<file path="src/rtl/mscf_pkg.sv">
// Shared types and constants for the motor speed command framer.
`default_nettype none

package mscf_pkg;

  // Frame and field geometry
  localparam int unsigned FRAME_BYTES_DEF = 14;
  localparam int unsigned DATA_W          = 16;
  localparam int unsigned GAIN_W          = 10;
  localparam int unsigned MAG_W           = DATA_W + 1;
  localparam int unsigned PROD_W          = MAG_W + GAIN_W;
  localparam int unsigned FRAC_BITS       = 12;
  localparam int unsigned Q_W             = 10;
  localparam int unsigned APB_DW          = 32;
  localparam int unsigned APB_AW          = 3;

  // Saturation limit of a scaled value
  localparam logic [Q_W-1:0] SAT_MAX = 10'd999;

  // Register reset values
  localparam logic [GAIN_W-1:0] ANG_GAIN_RST = 10'd100;
  localparam logic [GAIN_W-1:0] LIN_GAIN_RST = 10'd800;

  // ASCII codes used in the frame
  localparam logic [7:0] CH_BANG  = 8'h21;
  localparam logic [7:0] CH_M     = 8'h4D;
  localparam logic [7:0] CH_SPACE = 8'h20;
  localparam logic [7:0] CH_CR    = 8'h0D;
  localparam logic [7:0] CH_MINUS = 8'h2D;
  localparam logic [7:0] CH_ZERO  = 8'h30;
  localparam logic [7:0] CH_PAD   = 8'h00;

  // Register indexes, taken from paddr[2]
  typedef enum logic {
    REG_ANGULAR_GAIN = 1'b0,
    REG_LINEAR_GAIN  = 1'b1
  } reg_idx_e;

  // One formatted number: up to sign plus three digits, left aligned
  typedef struct packed {
    logic [3:0][7:0] ch;
    logic [2:0]      len;
  } num_str_t;

endpackage

`default_nettype wire

</file>
<file path="src/rtl/motor_speed_command_framer_unit.sv">
// Top level of the motor speed command framer: scaling pipeline and byte serializer.
// The first byte is on tx_byte_o once the command has passed the pipeline and been loaded into
// the serializer, then one per cycle; new commands are taken while earlier ones are in flight.
// Reset: gains return to 100 and 800, the pipeline and serializer are emptied.
// The receiver cannot stall; tx_valid_o marks each byte for exactly one cycle.
`default_nettype none

module motor_speed_command_framer_unit
  import mscf_pkg::*;
#(
  parameter int unsigned FRAME_BYTES = FRAME_BYTES_DEF
) (
  input  wire                      clk_i,
  input  wire                      rst_ni,
  // command request
  input  wire                      start,
  output logic                     busy,
  input  wire  signed [DATA_W-1:0] angular_rate_i,
  input  wire  signed [DATA_W-1:0] linear_speed_i,
  // byte stream
  output logic                     tx_valid_o,
  output logic [7:0]               tx_byte_o,
  output logic                     frame_end_o,
  // configuration
  input  wire                      psel,
  input  wire                      penable,
  input  wire                      pwrite,
  input  wire  [APB_AW-1:0]        paddr,
  input  wire  [APB_DW-1:0]        pwdata,
  output logic [APB_DW-1:0]        prdata,
  output logic                     pready
);

  localparam int unsigned CNT_W = $clog2(FRAME_BYTES);
  localparam logic [CNT_W-1:0] CNT_LAST = CNT_W'(FRAME_BYTES - 1);

  // ---------------------------------------------------------------------------
  // Configuration registers
  logic [GAIN_W-1:0] ang_gain_q, lin_gain_q;
  logic              cfg_wr;
  reg_idx_e          cfg_idx;

  assign pready  = 1'b1;
  assign cfg_wr  = psel && penable && pwrite;
  assign cfg_idx = reg_idx_e'(paddr[2]);

  // Write the addressed gain, keep the low bits only
  always_ff @(posedge clk_i or negedge rst_ni) begin
    if (!rst_ni) begin
      ang_gain_q <= ANG_GAIN_RST;
      lin_gain_q <= LIN_GAIN_RST;
    end else if (cfg_wr) begin
      case (cfg_idx)
        REG_ANGULAR_GAIN: ang_gain_q <= pwdata[GAIN_W-1:0];
        REG_LINEAR_GAIN:  lin_gain_q <= pwdata[GAIN_W-1:0];
        default: ;
      endcase
    end
  end

  // Return the addressed gain
  always_comb begin
    prdata = '0;
    case (cfg_idx)
      REG_ANGULAR_GAIN: prdata = APB_DW'(ang_gain_q);
      REG_LINEAR_GAIN:  prdata = APB_DW'(lin_gain_q);
      default:          prdata = '0;
    endcase
  end

  // ---------------------------------------------------------------------------
  // Pipeline flow control
  logic s1_v_q, s2_v_q, s3_v_q, s4_v_q;
  logic s1_en, s2_en, s3_en, s4_en;
  logic ser_act_q, ser_load, ser_last;
  logic [CNT_W-1:0] ser_cnt_q;
  logic accept;

  assign ser_last = ser_act_q && (ser_cnt_q == CNT_LAST);
  assign ser_load = s4_v_q && (!ser_act_q || ser_last);
  assign s4_en    = !s4_v_q || ser_load;
  assign s3_en    = !s3_v_q || s4_en;
  assign s2_en    = !s2_v_q || s3_en;
  assign s1_en    = !s1_v_q || s2_en;
  assign busy     = !s1_en;
  assign accept   = start && !busy;

  // Advance the valid bits
  always_ff @(posedge clk_i or negedge rst_ni) begin
    if (!rst_ni) begin
      s1_v_q <= 1'b0;
      s2_v_q <= 1'b0;
      s3_v_q <= 1'b0;
      s4_v_q <= 1'b0;
    end else begin
      if (s1_en) s1_v_q <= accept;
      if (s2_en) s2_v_q <= s1_v_q;
      if (s3_en) s3_v_q <= s2_v_q;
      if (s4_en) s4_v_q <= s3_v_q;
    end
  end

  // ---------------------------------------------------------------------------
  // Stage 1: magnitude times gain (lane 0 angular, lane 1 linear)
  logic [1:0][DATA_W-1:0] raw;
  logic [1:0][GAIN_W-1:0] gain;
  logic [1:0][MAG_W-1:0]  mag;
  logic [1:0][PROD_W-1:0] prod_q;
  logic [1:0]             s1_neg_q;

  assign raw[0]  = angular_rate_i;
  assign raw[1]  = linear_speed_i;
  assign gain[0] = ang_gain_q;
  assign gain[1] = lin_gain_q;

  always_comb begin
    for (int i = 0; i < 2; i++) begin
      mag[i] = raw[i][DATA_W-1] ? (MAG_W'(1) << DATA_W) - {1'b0, raw[i]} : {1'b0, raw[i]};
    end
  end

  always_ff @(posedge clk_i) begin
    if (s1_en && accept) begin
      for (int i = 0; i < 2; i++) begin
        prod_q[i]   <= PROD_W'(mag[i]) * PROD_W'(gain[i]);
        s1_neg_q[i] <= raw[i][DATA_W-1];
      end
    end
  end

  // ---------------------------------------------------------------------------
  // Stage 2: scale down, saturate, hundreds digit
  logic [1:0][PROD_W-FRAC_BITS-1:0] q_raw;
  logic [1:0][Q_W-1:0]              q_sat;
  logic [1:0][15:0]                 h_mul;
  logic [1:0][Q_W-1:0]              q2_q;
  logic [1:0][3:0]                  h2_q;
  logic [1:0]                       s2_neg_q;

  always_comb begin
    for (int i = 0; i < 2; i++) begin
      q_raw[i] = prod_q[i][PROD_W-1:FRAC_BITS];
      q_sat[i] = (q_raw[i] > (PROD_W-FRAC_BITS)'(SAT_MAX)) ? SAT_MAX : q_raw[i][Q_W-1:0];
      // q / 100 as q * 41 / 4096, exact below 1000
      h_mul[i] = 16'(q_sat[i]) * 16'd41;
    end
  end

  always_ff @(posedge clk_i) begin
    if (s2_en && s1_v_q) begin
      for (int i = 0; i < 2; i++) begin
        q2_q[i]     <= q_sat[i];
        h2_q[i]     <= h_mul[i][15:12];
        s2_neg_q[i] <= s1_neg_q[i] && (q_sat[i] != '0);
      end
    end
  end

  // ---------------------------------------------------------------------------
  // Stage 3: tens and ones digits, format each number

  // Lay out sign and digits left aligned, no leading zeros
  function automatic num_str_t fmt_num(input logic       neg,
                                       input logic       ge100,
                                       input logic       ge10,
                                       input logic [3:0] h,
                                       input logic [3:0] t,
                                       input logic [3:0] o);
    num_str_t   s;
    logic [1:0] p;
    s    = '0;
    p    = '0;
    if (neg) begin
      s.ch[p] = CH_MINUS;
      p       = p + 2'd1;
    end
    if (ge100) begin
      s.ch[p] = CH_ZERO + 8'(h);
      p       = p + 2'd1;
    end
    if (ge10) begin
      s.ch[p] = CH_ZERO + 8'(t);
      p       = p + 2'd1;
    end
    s.ch[p] = CH_ZERO + 8'(o);
    s.len   = 3'(p) + 3'd1;
    return s;
  endfunction

  logic [1:0][Q_W-1:0] rem_w;
  logic [1:0][6:0]     rem;
  logic [1:0][14:0]    t_mul;
  logic [1:0][3:0]     tens, ones;
  num_str_t [1:0]      str_d, str_q;

  always_comb begin
    for (int i = 0; i < 2; i++) begin
      rem_w[i] = q2_q[i] - Q_W'(h2_q[i]) * Q_W'(100);
      rem[i]   = rem_w[i][6:0];
      // r / 10 as r * 205 / 2048, exact below 100
      t_mul[i] = 15'(rem[i]) * 15'd205;
      tens[i]  = t_mul[i][14:11];
      ones[i]  = 4'(rem[i] - 7'(tens[i]) * 7'd10);
      str_d[i] = fmt_num(s2_neg_q[i], q2_q[i] >= Q_W'(100), q2_q[i] >= Q_W'(10),
                         h2_q[i], tens[i], ones[i]);
    end
  end

  always_ff @(posedge clk_i) begin
    if (s3_en && s2_v_q) str_q <= str_d;
  end

  // ---------------------------------------------------------------------------
  // Stage 4: assemble the frame
  logic [FRAME_BYTES-1:0][7:0] frame_d, frame_q;
  logic [5:0] a_sp, b_beg, b_sp;

  assign a_sp  = 6'd3 + 6'(str_q[0].len);
  assign b_beg = a_sp + 6'd1;
  assign b_sp  = b_beg + 6'(str_q[1].len);

  always_comb begin
    for (int k = 0; k < FRAME_BYTES; k++) begin
      if (k == 0)                      frame_d[k] = CH_BANG;
      else if (k == 1)                 frame_d[k] = CH_M;
      else if (k == 2)                 frame_d[k] = CH_SPACE;
      else if (6'(k) < a_sp)           frame_d[k] = str_q[0].ch[2'(6'(k) - 6'd3)];
      else if (6'(k) == a_sp)          frame_d[k] = CH_SPACE;
      else if (6'(k) < b_sp)           frame_d[k] = str_q[1].ch[2'(6'(k) - b_beg)];
      else if (6'(k) == b_sp)          frame_d[k] = CH_SPACE;
      else if (6'(k) == b_sp + 6'd1)   frame_d[k] = CH_CR;
      else                             frame_d[k] = CH_PAD;
    end
  end

  always_ff @(posedge clk_i) begin
    if (s4_en && s3_v_q) frame_q <= frame_d;
  end

  // ---------------------------------------------------------------------------
  // Serializer: shift one byte out per cycle
  logic [FRAME_BYTES-1:0][7:0] ser_q;

  always_ff @(posedge clk_i or negedge rst_ni) begin
    if (!rst_ni) begin
      ser_act_q <= 1'b0;
      ser_cnt_q <= '0;
    end else if (ser_load) begin
      ser_act_q <= 1'b1;
      ser_cnt_q <= '0;
    end else if (ser_last) begin
      ser_act_q <= 1'b0;
      ser_cnt_q <= '0;
    end else if (ser_act_q) begin
      ser_cnt_q <= ser_cnt_q + CNT_W'(1);
    end
  end

  always_ff @(posedge clk_i) begin
    if (ser_load)       ser_q <= frame_q;
    else if (ser_act_q) ser_q <= ser_q >> 8;
  end

  assign tx_valid_o  = ser_act_q;
  assign tx_byte_o   = ser_q[0];
  assign frame_end_o = ser_last;

`ifndef SYNTHESIS
  // A frame never ends twice in a row
  a_end_single: assert property (@(posedge clk_i) disable iff (!rst_ni)
    frame_end_o |=> !frame_end_o)
    else $error("frame_end on consecutive cycles");

  // Bytes of a frame come on consecutive cycles
  a_no_gap: assert property (@(posedge clk_i) disable iff (!rst_ni)
    (tx_valid_o && !frame_end_o) |=> tx_valid_o)
    else $error("gap inside a frame");

  // Every frame opens with the start character
  a_frame_head: assert property (@(posedge clk_i) disable iff (!rst_ni)
    $rose(ser_act_q) |-> (tx_byte_o == CH_BANG))
    else $error("frame does not start with bang");

  // Busy only while every pipeline stage holds a stalled command
  a_busy_hold: assert property (@(posedge clk_i) disable iff (!rst_ni)
    busy |-> (s1_v_q && s2_v_q && s3_v_q && s4_v_q))
    else $error("busy with room in the pipeline");

  // A loaded frame starts right after the previous one ends
  a_reload: assert property (@(posedge clk_i) disable iff (!rst_ni)
    (frame_end_o && s4_v_q) |=> (tx_valid_o && ser_cnt_q == '0))
    else $error("pending frame not loaded on frame end");
`endif

endmodule

`default_nettype wire

</file>
<file path="config.mk">
export PLATFORM = sky130hd
export DESIGN_NAME = motor_speed_command_framer_unit
export DESIGN_NICKNAME = d
export VERILOG_FILES = /design/src/rtl/mscf_pkg.sv /design/src/rtl/motor_speed_command_framer_unit.sv
export SDC_FILE = /design/constraint.sdc
export NUM_CORES = 1
export LEC_CHECK = 0
export BUFFER_PORTS_ARGS = -buffer_cell sky130_fd_sc_hd__buf_4
export CAP_MARGIN = 20
export CORE_ASPECT_RATIO = 2
export CORE_MARGIN = 5
export CORE_UTILIZATION = 31
export DETAILED_ROUTE_END_ITERATION = 10
export GPL_ROUTABILITY_DRIVEN = 0
export SYNTH_ARGS = -nofsm -noshare
export SYNTH_HDL_FRONTEND = slang
export SYNTH_SLANG_ARGS = --single-unit
</file>
<file path="constraint.sdc">
create_clock -name clk_i -period 5.9 [get_ports clk_i]
set_input_delay 0.295 -clock clk_i [delete_from_list [all_inputs] [get_ports clk_i]]
set_output_delay 0.295 -clock clk_i [all_outputs]
set_load 0.01 [all_outputs]
</file>
After elaboration in Yosys (flattened, before gate mapping) --
Cells that the tools add are included.
Word-level totals: bits of input ports 73, bits in registers 385, output and inout port bits 44
Operators by class: muxes and demuxes 119, add/sub/neg operators 34, multipliers 10, magnitude comparators 51, equal/unequal tests 34, bitwise gates (word level) 1, reduce and logical (&&, ||, !) cells 35
Operators by type and width (number):
- two-way mux 8 bit | 50
- two-way mux 112 bit | 2
- bitwise mux 32 bit | 6
- binary-select mux 8 bit (select 2 bit) | 11
- two-way mux 32 bit | 4
- demux 8 bit (select 2 bit) | 6
- two-way mux 6 bit | 13
- == test 4 x 6 -> 1 bit, first input constant | 12
- case mux 32 bit (2 select lines) | 1
- two-way mux 4 bit | 14
- multiplier 17 x 10 -> 27 bit | 2
- less-than comparator 2 x 3 -> 1 bit, second input constant | 17
- == test 3 x 6 -> 1 bit, first input constant | 8
- adder 6 x 4 -> 7 bit, first input constant | 6
- less-than comparator 4 x 6 -> 1 bit, first input constant | 6
- two-way mux 17 bit | 2
- subtractor 17 x 16 -> 17 bit, first input constant | 2
- multiplier 10 x 6 -> 16 bit, second input constant | 2
- greater-than comparator 15 x 10 -> 1 bit, second input constant | 2
- multiplier 7 x 8 -> 15 bit, second input constant | 2
- == test 4 bit, first input constant | 6
- less-than comparator 3 x 6 -> 1 bit, first input constant | 4
- less-than comparator 4 bit, first input constant | 6
- greater-or-equal comparator 10 x 4 -> 1 bit, second input constant | 2
- 33 further kinds | 98

Longest topological paths before layout --
Gate-level depths: netlist of the first run.
word-level depth 10, gate-level depth with buffers 30, depth with buffers taken out 30

Worst setup path before layout of the first run --
Ideal clock, no wire load.
kind input to register, start input angular_rate_i[2], end register prod_q[25] (netlist name), data pin, arrival time 6722 ps, stages on the path 23, library setup time 262 ps, setup slack -1083 ps, cells stage by stage or3_4 > or4_1 > or4_4 > o31ai_4 > xor2_2 > nand2b_1 > fa_1 > inv_1 > fa_1 > fa_1 > fa_1 > inv_1 > fa_1 > inv_1 > ha_1 > a21o_1 > a21o_1 > a31o_2 > or3_1 > o21ai_1 > o21ai_1 > a211oi_1 > xnor2_1
Between the ends: cells in the longest elaborated chain, start to end 3
Ends and longest elaborated chain:
- start, declared | line motor_speed_command_framer_unit.sv:18 | input wire signed [DATA_W-1:0] angular_rate_i,
- subtractor 17 x 16 -> 17 bit | line motor_speed_command_framer_unit.sv:118 | mag[i] = raw[i][DATA_W-1] ? (MAG_W'(1) << DATA_W) - {1'b0, raw[i]} : {1'b0, raw[i]};
- two-way mux 17 bit (*) | line motor_speed_command_framer_unit.sv:118
- multiplier 17 x 10 -> 27 bit (*) | line motor_speed_command_framer_unit.sv:125 | prod_q[i] <= PROD_W'(mag[i]) * PROD_W'(gain[i]);
- end signal, assigned by index | line motor_speed_command_framer_unit.sv:125
- end, declared | line motor_speed_command_framer_unit.sv:108 | logic [1:0][PROD_W-1:0] prod_q;
Mark *: on every way between the ends. The rest lies on a longest branch, timed or not. A chain may end at the register's enable or synchronous reset.

==> results of run 1 <==
==> synthesized netlist by cell type (6+ instances only) <==
| cell | n |
|---|---|
| o211ai_1 | 6 |
| a221o_1 | 12 |
| o22ai_1 | 12 |
| ha_1 | 292 |
| mux2i_1 | 13 |
| nor2b_1 | 44 |
| buf_4 | 31 |
| nand2_1 | 265 |
| a221oi_1 | 6 |
| a22o_1 | 22 |
| o311ai_0 | 6 |
| and2_1 | 173 |
| mux4_2 | 6 |
| xor2_1 | 28 |
| nor4_1 | 6 |
| dfrtp_1 | 23 |
| nand2b_1 | 22 |
| and4_1 | 6 |
| fa_1 | 263 |
| dfstp_2 | 6 |
| o31ai_1 | 11 |
| or3_1 | 18 |
| o21ai_0 | 96 |
| nand4_1 | 14 |
| nor2_1 | 91 |
| nand3_1 | 21 |
| a31oi_1 | 15 |
| or2_2 | 21 |
| mux2_2 | 93 |
| nor3_1 | 22 |
| a211oi_1 | 18 |
| edfxtp_1 | 262 |
| xnor2_1 | 63 |
| inv_1 | 356 |
| a21oi_1 | 90 |
| and3_1 | 16 |
| clkbuf_1 | 63 |
| o21a_1 | 16 |
| a21o_1 | 30 |
==> metrics by stage <==
step           instance area [sq um]  TNS [ns]  power, mW  worst slack (ns)
2_1_floorplan                  28250    -11.32      12.73           -0.9486
3_3_place_gp                   31640    -26.57      17.54            -1.142
3_5_place_dp                   31640    -28.59      17.77            -1.211
4_1_cts                        33270    -5.606      20.51           -0.6062
5_1_grt                        33750    -11.53      23.90           -0.7565
6_report                       33750    -5.733      21.46           -0.4867
==> power by group through the flow <==
stage / combinational [mW] / sequential [mW] / clock, mW
2_1_floorplan: 9.74 / 2.99 / 0
3_3_place_gp: 14.4 / 3.12 / 0
3_5_place_dp: 14.6 / 3.12 / 0
4_1_cts: 15.6 / 3.08 / 1.86
5_1_grt: 18.9 / 3.09 / 1.94
6_report: 16.6 / 3.08 / 1.81
==> layout make-up <==
cell class / instances / area, sq um / area share
multi-input cells: 1934 / 18530 / 0.5491
flip-flops and latches: 291 / 8601 / 0.2548
repair buffers: 368 / 2869 / 0.08500
well taps: 1177 / 1473 / 0.04363
inverters: 357 / 1344 / 0.03981
clock buffers: 36 / 794.5 / 0.02354
clock inverters: 19 / 136.4 / 0.004041
diodes: 1 / 2.502 / 0.00007414
==> registers in the layout, summed over array words and instances, names as in the netlist <==
signal      count
s2_neg_q        2
prod_q         30
s3_v_q          1
tx_byte_o       7
s1_neg_q        2
s1_v_q          1
lin_gain_q     10
ser_cnt_q       4
ang_gain_q     10
ser_q          79
s4_v_q          1
str_q          48
q2_q           20
frame_q        66
s2_v_q          1
h2_q            8
tx_valid_o      1
==> path summary, 6_finish.rpt <==
check,to,slack [ns],cells past startpoint
worst max register to register,str_q[22],-0.49,27
worst max-delay path,str_q[22],-0.49,27
worst min-delay path,s1_neg_q[1],0.08,2
min in group asynchronous,lin_gain_q[0],0.21,2
worst min register to register,s4_v_q,0.48,1
max in group asynchronous,ser_cnt_q[1],5.34,2
==> timing repair <==
item                                    4_1_cts  5_1_grt
hold buffers                                 12        0
resized for setup                            86       74
pin swaps                                   104      122
hold endpoints to repair                     50        0
endpoints found under the setup margin       33       34
setup buffers                                18       17
gates cloned                                  0        0
==> critical path: stages, from the launching register on <==
cell and delay (ns):
edfxtp_1 0.40, inv_1 0.08, ha_2 0.17, inv_2 0.04
fa_2 0.34, a21o_1 0.18, a21oi_2 0.18, xnor2_2 0.14
ha_1 0.35, inv_2 0.04, fa_2 0.52, inv_2 0.04
ha_4 0.21, ha_4 0.27, ha_4 0.19, a21o_1 0.18
a21o_1 0.23, or3_4 0.40, o21a_1 0.22, xnor2_2 0.16
fa_2 0.46, xnor2_4 0.19, and3_4 0.20, o21ai_2 0.13
nor4b_4 0.22, nand3_2 0.16, xor2_4 0.20, a22o_1 0.24
==> logic make-up after synthesis <==
kind of cell | after synthesis | synth area share
AO/OA/AOI/OAI | 388 | 0.09157
XOR/XNOR | 92 | 0.02921
adder cells (fa/ha/maj) | 555 | 0.3203
buffers and inverters | 460 | 0.06641
flip-flops | 291 | 0.3089
multiplexers | 112 | 0.04713
other | 2 | 0.0002697
AND/OR/NAND/NOR | 743 | 0.1363
==> layout by cell type, fill, tap and decap left out, drive strengths merged, types with 13 or more instances in the layout <==
cell / count
a31oi: 15
nand2b: 23
nand4: 14
clkbuf: 36
fa: 263
clkinv: 17
and2: 174
conb: 44
o21ai: 100
edfxtp: 262
or2: 22
dfrtp: 23
nor2: 91
nand3: 21
a211oi: 18
ha: 292
and3: 16
nand2: 265
buf: 356
nor3: 22
mux2: 93
a21oi: 91
mux2i: 13
xnor2: 63
xor2: 29
o21a: 16
a22o: 22
nor2b: 44
inv: 356
or3: 19
a21o: 30
==> metal layers <==
layer | share of wire | wire, microns | up-vias | track usage
li1 | - | - | 9573 | -
met1 | 0.32 | 21920 | 9922 | 0.1268
met2 | 0.59 | 40520 | 479 | 0.2976
met3 | 0.028 | 1912 | 240 | 0.01182
met4 | 0.069 | 4789 | 0 | 0.08191
met5 | 0 | 0 | - | 0
==> report_table.html, run 1 <==
<table>
<tr><th>Metric</th><th>Value</th></tr>
<tr><th colspan="2">Route</th></tr>
<tr><td>Detail-routed via count per cell</td><td>4.832</td></tr>
<tr><td>DRT Wirelength</td><td>69140 microns</td></tr>
<tr><td>Starting DRC count in detailed routing</td><td>873</td></tr>
<tr><td>DRC violation count after routing</td><td>0</td></tr>
<tr><td>Vias post-DR</td><td>20214</td></tr>
<tr><td>Number of routed nets with antenna violations</td><td>0</td></tr>
<tr><td>First drt pass iteration count</td><td>5</td></tr>
<tr><td>Avg WL per Cell</td><td>16.53 microns</td></tr>
<tr><th colspan="2">Synth</th></tr>
<tr><td>Async SR Flop Fraction</td><td>0.09966</td></tr>
<tr><td>Main area contributors after synthesis</td><td>edfxtp_1, fa_1, ha_1</td></tr>
<tr><td>Post-synthesis cell area</td><td>27850 sq um</td></tr>
<tr><td>Area share of the leading cell type in the synthesized netlist</td><td>0.2825</td></tr>
<tr><td>Sequential share of the synthesized area</td><td>0.3089</td></tr>
<tr><td>Number of warnings reported in the yosys synthesis log</td><td>0</td></tr>
<tr><td>Post-synth EDFFs</td><td>262</td></tr>
<tr><td>Mapped Cells</td><td>2643</td></tr>
<tr><td>Syn Area/Cell</td><td>10.54 sq um</td></tr>
<tr><td>Top cell type by total area after synthesis</td><td>edfxtp_1</td></tr>
<tr><td>Flip-flop and latch count after synthesis</td><td>291</td></tr>
<tr><td>Count of cell types in the netlist</td><td>81</td></tr>
<tr><td>Most common flop cell mapped by yosys</td><td>edfxtp_1</td></tr>
<tr><th colspan="2">Floorplanning</th></tr>
<tr><td>Num ports</td><td>117</td></tr>
<tr><td>Initial core utilization</td><td>0.3121</td></tr>
<tr><td>Die span in x</td><td>221.9 microns</td></tr>
<tr><td>Die height</td><td>433.9 microns</td></tr>
<tr><td>Floorplan Core Area</td><td>89210 sq um</td></tr>
<tr><td>Number of cell rows</td><td>155</td></tr>
<tr><td>Area enclosed by the die boundary</td><td>96290 sq um</td></tr>
<tr><th colspan="2">Timing</th></tr>
<tr><td>Setup violation total in the final timing report</td><td>21</td></tr>
<tr><td>Measured slew at the worst slew-check pin</td><td>0.9963 ns</td></tr>
<tr><td>Time the worst path needs with I/O delays and setup</td><td>6.387 ns</td></tr>
<tr><td>Final setup margin</td><td>-0.4867 ns</td></tr>
<tr><td>Final period util</td><td>1.082</td></tr>
<tr><td>Final slew viol count</td><td>0</td></tr>
<tr><td>RSZ-0062 raised after global routing</td><td>yes</td></tr>
<tr><td>Slew Limit Headroom</td><td>0.3358</td></tr>
<tr><td>Final hold slack</td><td>0.07560 ns</td></tr>
<tr><td>Final Hold Violating Endpoints</td><td>0</td></tr>
<tr><td>Final worst clock skew</td><td>0.02593 ns</td></tr>
<tr><td>Max Freq</td><td>156.6 MHz</td></tr>
<tr><th colspan="2">Power</th></tr>
<tr><td>Share of power burned in combinational logic</td><td>0.772</td></tr>
<tr><td>Power share of the sequential group</td><td>0.143</td></tr>
<tr><td>Switching share of total power</td><td>0.4170</td></tr>
<tr><td>Clock network power share</td><td>0.084</td></tr>
<tr><td>Switching power summed over all nets</td><td>8.950 mW</td></tr>
<tr><td>Leakage Power</td><td>15.07 nW</td></tr>
<tr><td>Maximum ir drop on the vdd rail</td><td>0.7617 mV</td></tr>
<tr><td>Internal Dissipation</td><td>12.51 mW</td></tr>
<tr><td>Pwr Density</td><td>635.9 nW/um^2</td></tr>
<tr><th colspan="2">Hold path</th></tr>
<tr><td>Start point of the worst hold path</td><td>linear_speed_i[15]</td></tr>
<tr><td>Hold Crit Class</td><td>input pin to flop</td></tr>
<tr><th colspan="2">Worst setup path</th></tr>
<tr><td>Largest driver fanout on the critical path</td><td>5</td></tr>
<tr><td>Startpoint Class</td><td>flop</td></tr>
<tr><td>Worst setup EP type</td><td>flop</td></tr>
<tr><td>Category of the critical setup timing path</td><td>flop to flop</td></tr>
<tr><td>Data required time at the worst endpoint</td><td>6.24 ns</td></tr>
<tr><td>Launch point of the critical path</td><td>q2_q[2]</td></tr>
<tr><td>Reg2reg start</td><td>q2_q[2]</td></tr>
<tr><td>Endpoint arrival time on the critical path</td><td>6.73 ns</td></tr>
<tr><th colspan="2">Clocking</th></tr>
<tr><td>Count of H-tree levels built during CTS</td><td>1</td></tr>
<tr><td>CTS clk-pin slew, worst paths</td><td>0.06 ns</td></tr>
<tr><td>Clock insertion delay at the later pin of the skew report</td><td>0.59 ns</td></tr>
<tr><td>CTS tree</td><td>built</td></tr>
<tr><td>Clk Tree Root Cell</td><td>clkbuf_16</td></tr>
<tr><td>CTS max path bufs</td><td>3</td></tr>
<tr><td>TritonCTS Buffers</td><td>31</td></tr>
<tr><td>Sinks on Clock Net</td><td>291</td></tr>
<tr><th colspan="2">Status</th></tr>
<tr><td>Outcome</td><td>complete, but fails checks</td></tr>
<tr><td>Violated checks</td><td>setup timing</td></tr>
<tr><th colspan="2">Run</th></tr>
<tr><td>Reported max-cap violation count</td><td>0</td></tr>
<tr><th colspan="2">Cells and area</th></tr>
<tr><td>Synth-to-layout area growth</td><td>21.20%</td></tr>
<tr><td>Net count of the finished layout</td><td>3611</td></tr>
<tr><td>Share of post-route cells with drive strength above 1</td><td>0.2319</td></tr>
<tr><td>Final Instance Count excl. Fillers</td><td>4183</td></tr>
<tr><td>Fillers</td><td>8846</td></tr>
<tr><td>Core Util, Final</td><td>0.3783</td></tr>
<tr><th colspan="2">Global route</th></tr>
<tr><td>Global-route wire length before repair</td><td>110000 microns</td></tr>
<tr><td>Largest net degree at the start of global routing</td><td>74</td></tr>
<tr><td>Congestion Overflow GR</td><td>0</td></tr>
<tr><td>Initial antenna violation count</td><td>0</td></tr>
<tr><td>Total global-route track usage</td><td>0.1411</td></tr>
<tr><td>Via count of the first global-routing pass</td><td>21693</td></tr>
<tr><th colspan="2">Placement</th></tr>
<tr><td>Port Buffers</td><td>68</td></tr>
<tr><td>Number of placed instances with taps included</td><td>4083</td></tr>
<tr><td>HPWL reported at the end of detailed placement</td><td>57530 microns</td></tr>
</table>
No activity file was read; power rests on OpenSTA's default activity.
==> run 2, diff against run 1 <==
--- a/config.mk
+++ b/config.mk
@@ -12,6 +12,7 @@
 export CORE_UTILIZATION = 31
 export DETAILED_ROUTE_END_ITERATION = 10
 export GPL_ROUTABILITY_DRIVEN = 0
+export PLACE_DENSITY_LB_ADDON = 0.3
 export SYNTH_ARGS = -nofsm -noshare
 export SYNTH_HDL_FRONTEND = slang
 export SYNTH_SLANG_ARGS = --single-unit
==> report_table.html, run 2 (synthesis results as in run 1) <==
<table>
<tr><th>Metric</th><th>Value</th></tr>
<tr><th colspan="2">Route</th></tr>
<tr><td>DR WL met3</td><td>1576 microns (-18%)</td></tr>
<tr><td>DRT Wirelength</td><td>70280 microns (+1.7%)</td></tr>
<tr><td>First drt pass iteration count</td><td>6 (+1)</td></tr>
<tr><td>Detail-routed via count per cell</td><td>4.741 (-1.9%)</td></tr>
<tr><td>DRC violation count after routing</td><td>0 (unchanged)</td></tr>
<tr><td>Vias post-DR</td><td>19951 (-1.3%)</td></tr>
<tr><td>Starting DRC count in detailed routing</td><td>813 (-6.9%)</td></tr>
<tr><td>Post-route met1 wirelength</td><td>22450 microns (+2.4%)</td></tr>
<tr><td>Top Layer Used</td><td>met5</td></tr>
<tr><td>Number of routed nets with antenna violations</td><td>0 (unchanged)</td></tr>
<tr><td>Routed length on met2</td><td>42710 microns (+5.4%)</td></tr>
<tr><td>Avg WL per Cell</td><td>16.70 microns (+1.1%)</td></tr>
<tr><th colspan="2">Clocking</th></tr>
<tr><td>TritonCTS Buffers</td><td>35 (+13%)</td></tr>
<tr><td>CTS tree</td><td>built</td></tr>
<tr><td>CTS max path bufs</td><td>3 (unchanged)</td></tr>
<tr><td>Count of H-tree levels built during CTS</td><td>2 (+1)</td></tr>
<tr><td>Clock insertion delay at the later pin of the skew report</td><td>0.55 ns (-0.04 ns)</td></tr>
<tr><td>Clk Tree Root Cell</td><td>clkbuf_16</td></tr>
<tr><td>CTS clk-pin slew, worst paths</td><td>0.06 ns (about the same)</td></tr>
<tr><td>Sinks on Clock Net</td><td>291 (unchanged)</td></tr>
<tr><th colspan="2">Cells and area</th></tr>
<tr><td>Largest registers ranked by flip-flop count</td><td>ser_q x79, frame_q x66, str_q x48</td></tr>
<tr><td>Share of post-route cells with drive strength above 1</td><td>0.2303 (-0.001660)</td></tr>
<tr><td>Leading cell types in the layout, fill and taps excluded</td><td>buf_4, inv_1, ha_1</td></tr>
<tr><td>Leading cell type in the layout, fill and taps excluded</td><td>buf_4</td></tr>
<tr><td>Number of flip-flops under the largest register name</td><td>79 (unchanged)</td></tr>
<tr><td>Synth-to-layout area growth</td><td>21.81%</td></tr>
<tr><td>Fillers</td><td>8933 (+0.98%)</td></tr>
<tr><td>Diodes inserted</td><td>0 (-1)</td></tr>
<tr><td>Sequential cell area</td><td>8601 sq um (unchanged)</td></tr>
<tr><td>Net count of the finished layout</td><td>3632 (+0.58%)</td></tr>
<tr><td>Area of the multi-input gates</td><td>18290 sq um (-1.3%)</td></tr>
<tr><td>Largest Register</td><td>ser_q</td></tr>
<tr><td>Core Util, Final</td><td>0.3802 (+0.001907)</td></tr>
<tr><th colspan="2">Worst setup path</th></tr>
<tr><td>Category of the critical setup timing path</td><td>flop to flop</td></tr>
<tr><td>Data required time at the worst endpoint</td><td>6.20 ns (-0.04 ns)</td></tr>
<tr><td>Max stage delay on crit path</td><td>0.48 ns (-0.04 ns)</td></tr>
<tr><td>Largest driver fanout on the critical path</td><td>5 (unchanged)</td></tr>
<tr><td>Startpoint Class</td><td>flop</td></tr>
<tr><td>Cell with the most instances on the worst path</td><td>inv_1</td></tr>
<tr><td>Worst setup EP type</td><td>flop</td></tr>
<tr><td>Endpoint arrival time on the critical path</td><td>6.76 ns (+0.03 ns)</td></tr>
<tr><td>Max stage delay cell, worst path</td><td>fa_1</td></tr>
<tr><th colspan="2">Status</th></tr>
<tr><td>Outcome</td><td>complete, but fails checks</td></tr>
<tr><td>Violated checks</td><td>setup timing</td></tr>
<tr><th colspan="2">Global route</th></tr>
<tr><td>Initial antenna violation count</td><td>1 (+1)</td></tr>
<tr><td>Via count of the first global-routing pass</td><td>21678 (-0.069%)</td></tr>
<tr><td>Congestion Overflow GR</td><td>0 (unchanged)</td></tr>
<tr><td>Global-route wire length before repair</td><td>113400 microns (+3.0%)</td></tr>
<tr><td>Total global-route track usage</td><td>0.1465 (+0.005353)</td></tr>
<tr><td>Largest net degree at the start of global routing</td><td>69 (-6.8%)</td></tr>
<tr><th colspan="2">Timing</th></tr>
<tr><td>Final period util</td><td>1.094 (+0.01169)</td></tr>
<tr><td>Slew Limit Headroom</td><td>0.3450 (+0.009185)</td></tr>
<tr><td>Final slew viol count</td><td>0 (unchanged)</td></tr>
<tr><td>Final setup margin</td><td>-0.5557 ns (-0.06897 ns)</td></tr>
<tr><td>RSZ-0062 raised after global routing</td><td>yes</td></tr>
<tr><td>Setup violation total in the final timing report</td><td>20 (-4.8%)</td></tr>
<tr><td>Measured slew at the worst slew-check pin</td><td>0.9825 ns (-0.01378 ns)</td></tr>
<tr><td>Final Hold Violating Endpoints</td><td>0 (unchanged)</td></tr>
<tr><td>Final worst clock skew</td><td>0.02694 ns (+0.001005 ns)</td></tr>
<tr><td>Time the worst path needs with I/O delays and setup</td><td>6.456 ns (+0.06897 ns)</td></tr>
<tr><td>Max Freq</td><td>154.9 MHz (-1.1%)</td></tr>
<tr><th colspan="2">Floorplanning</th></tr>
<tr><td>Die span in x</td><td>221.9 microns (unchanged)</td></tr>
<tr><td>Floorplan Core Area</td><td>89210 sq um (unchanged)</td></tr>
<tr><td>Num ports</td><td>117 (unchanged)</td></tr>
<tr><td>Initial core utilization</td><td>0.3121 (unchanged)</td></tr>
<tr><td>Area enclosed by the die boundary</td><td>96290 sq um (unchanged)</td></tr>
<tr><td>Die height</td><td>433.9 microns (unchanged)</td></tr>
<tr><td>Number of cell rows</td><td>155 (unchanged)</td></tr>
<tr><th colspan="2">Power</th></tr>
<tr><td>Total power</td><td>21.61 mW (+0.70%)</td></tr>
<tr><td>Leakage Power</td><td>15.29 nW (+1.5%)</td></tr>
<tr><td>Maximum ir drop on the vdd rail</td><td>0.5450 mV (-28%)</td></tr>
<tr><td>Pwr Density</td><td>637.1 nW/um^2 (+0.19%)</td></tr>
<tr><th colspan="2">Hold path</th></tr>
<tr><td>Hold Crit Class</td><td>input pin to flop</td></tr>
<tr><th colspan="2">Placement</th></tr>
<tr><td>Port Buffers</td><td>68 (unchanged)</td></tr>
<tr><td>HPWL reported at the end of detailed placement</td><td>58960 microns (+2.5%)</td></tr>
<tr><td>Placement-stage worst setup slack</td><td>-1.203 ns (+0.007210 ns)</td></tr>
<tr><th colspan="2">Run</th></tr>
<tr><td>Reported max-cap violation count</td><td>0 (unchanged)</td></tr>
</table>
-- run 2: cell types whose count changed in the layout (fill, tap and decap cells not counted), moves of 3 or more --
cell / change
clkinv_1: -8
clkbuf_8: +3
nand2_2: -3
ha_1: +15
buf_4: +8
ha_4: -13
inv_2: -7
buf_6: +7
clkbuf_16: +4
xor2_1: +3
inv_1: +7
-- run 2: metrics by stage --
| step | setup TNS, ns | hold WS [ns] | instances | instance area (sq um) |
|---|---|---|---|---|
| after global routing | -13.25 | 0.2311 | 4208 | 33920 |
| final | -6.828 | 0.2333 | 4208 | 33920 |
| after CTS | -7.129 | 0.1733 | 4196 | 33500 |
| after global placement | -26.66 | 0.2881 | 4105 | 31810 |
| after detailed placement | -28.57 | 0.2852 | 4105 | 31810 |
| after floorplan | -11.32 | -0.0005911 | 2685 | 28250 |
-- run 2: routing by layer --
| layer | track usage | vias up |
|---|---|---|
| met1 | 0.1333 | 9792 |
| met3 | 0.01331 | 183 |
| met2 | 0.3160 | 364 |
| met5 | 0 | - |
| met4 | 0.06543 | 2 |
| li1 | - | 9610 |
-- run 2: final timing paths --
| path | start | endpoint | slack (ns) | depth (start not counted) |
|---|---|---|---|---|
| max | q2_q[2] | str_q[22] | -0.56 | 29 |
| min | linear_speed_i[15] | s1_neg_q[1] | 0.23 | 3 |
| max reg2reg | q2_q[2] | str_q[22] | -0.56 | 29 |
| min reg2reg | s2_v_q | s3_v_q | 0.47 | 2 |
| max in group asynchronous | rst_ni | ser_cnt_q[1] | 5.27 | 2 |
| min in group asynchronous | rst_ni | ang_gain_q[7] | 0.25 | 2 |
-- run 2: repair_timing --
| action | in CTS | in global routing |
|---|---|---|
| endpoints found under the hold margin | 43 | 0 |
| setup endpoints to repair | 35 | 39 |
| resized for setup | 58 | 76 |
| setup buffers | 16 | 11 |
| gates cloned | 0 | 0 |
| hold buffers | 12 | 0 |
| pin swaps | 54 | 68 |
-- run 2: critical path, delay by kind of cell (launching register included) --
kind | cells | cell delay (ns)
buffers and inverters | 5 | 0.27
adder cells (fa/ha/maj) | 9 | 2.92
AND/OR/NAND/NOR | 4 | 0.66
XOR/XNOR | 4 | 0.81
AO/OA/AOI/OAI | 7 | 1.14
flip-flops | 1 | 0.39
-- run 2: final cells by class --
class                           instances  share of cell area
Clock buffer                           45             0.02781
Timing Repair Buffer                  385             0.08941
Multi-Input combinational cell       1934              0.5392
Tap cell                             1177             0.04341
Sequential cell                       291              0.2536
Inverter                              357             0.03961
Clock inverter                         19            0.006971
-- run 2: where the power goes --
group          switching, mW  total, mW  internal (mW)
clock network          0.897       2.19           1.29
registers              0.183       3.08           2.90
logic                   7.73       16.3           8.62
total                   8.81       21.6           12.8
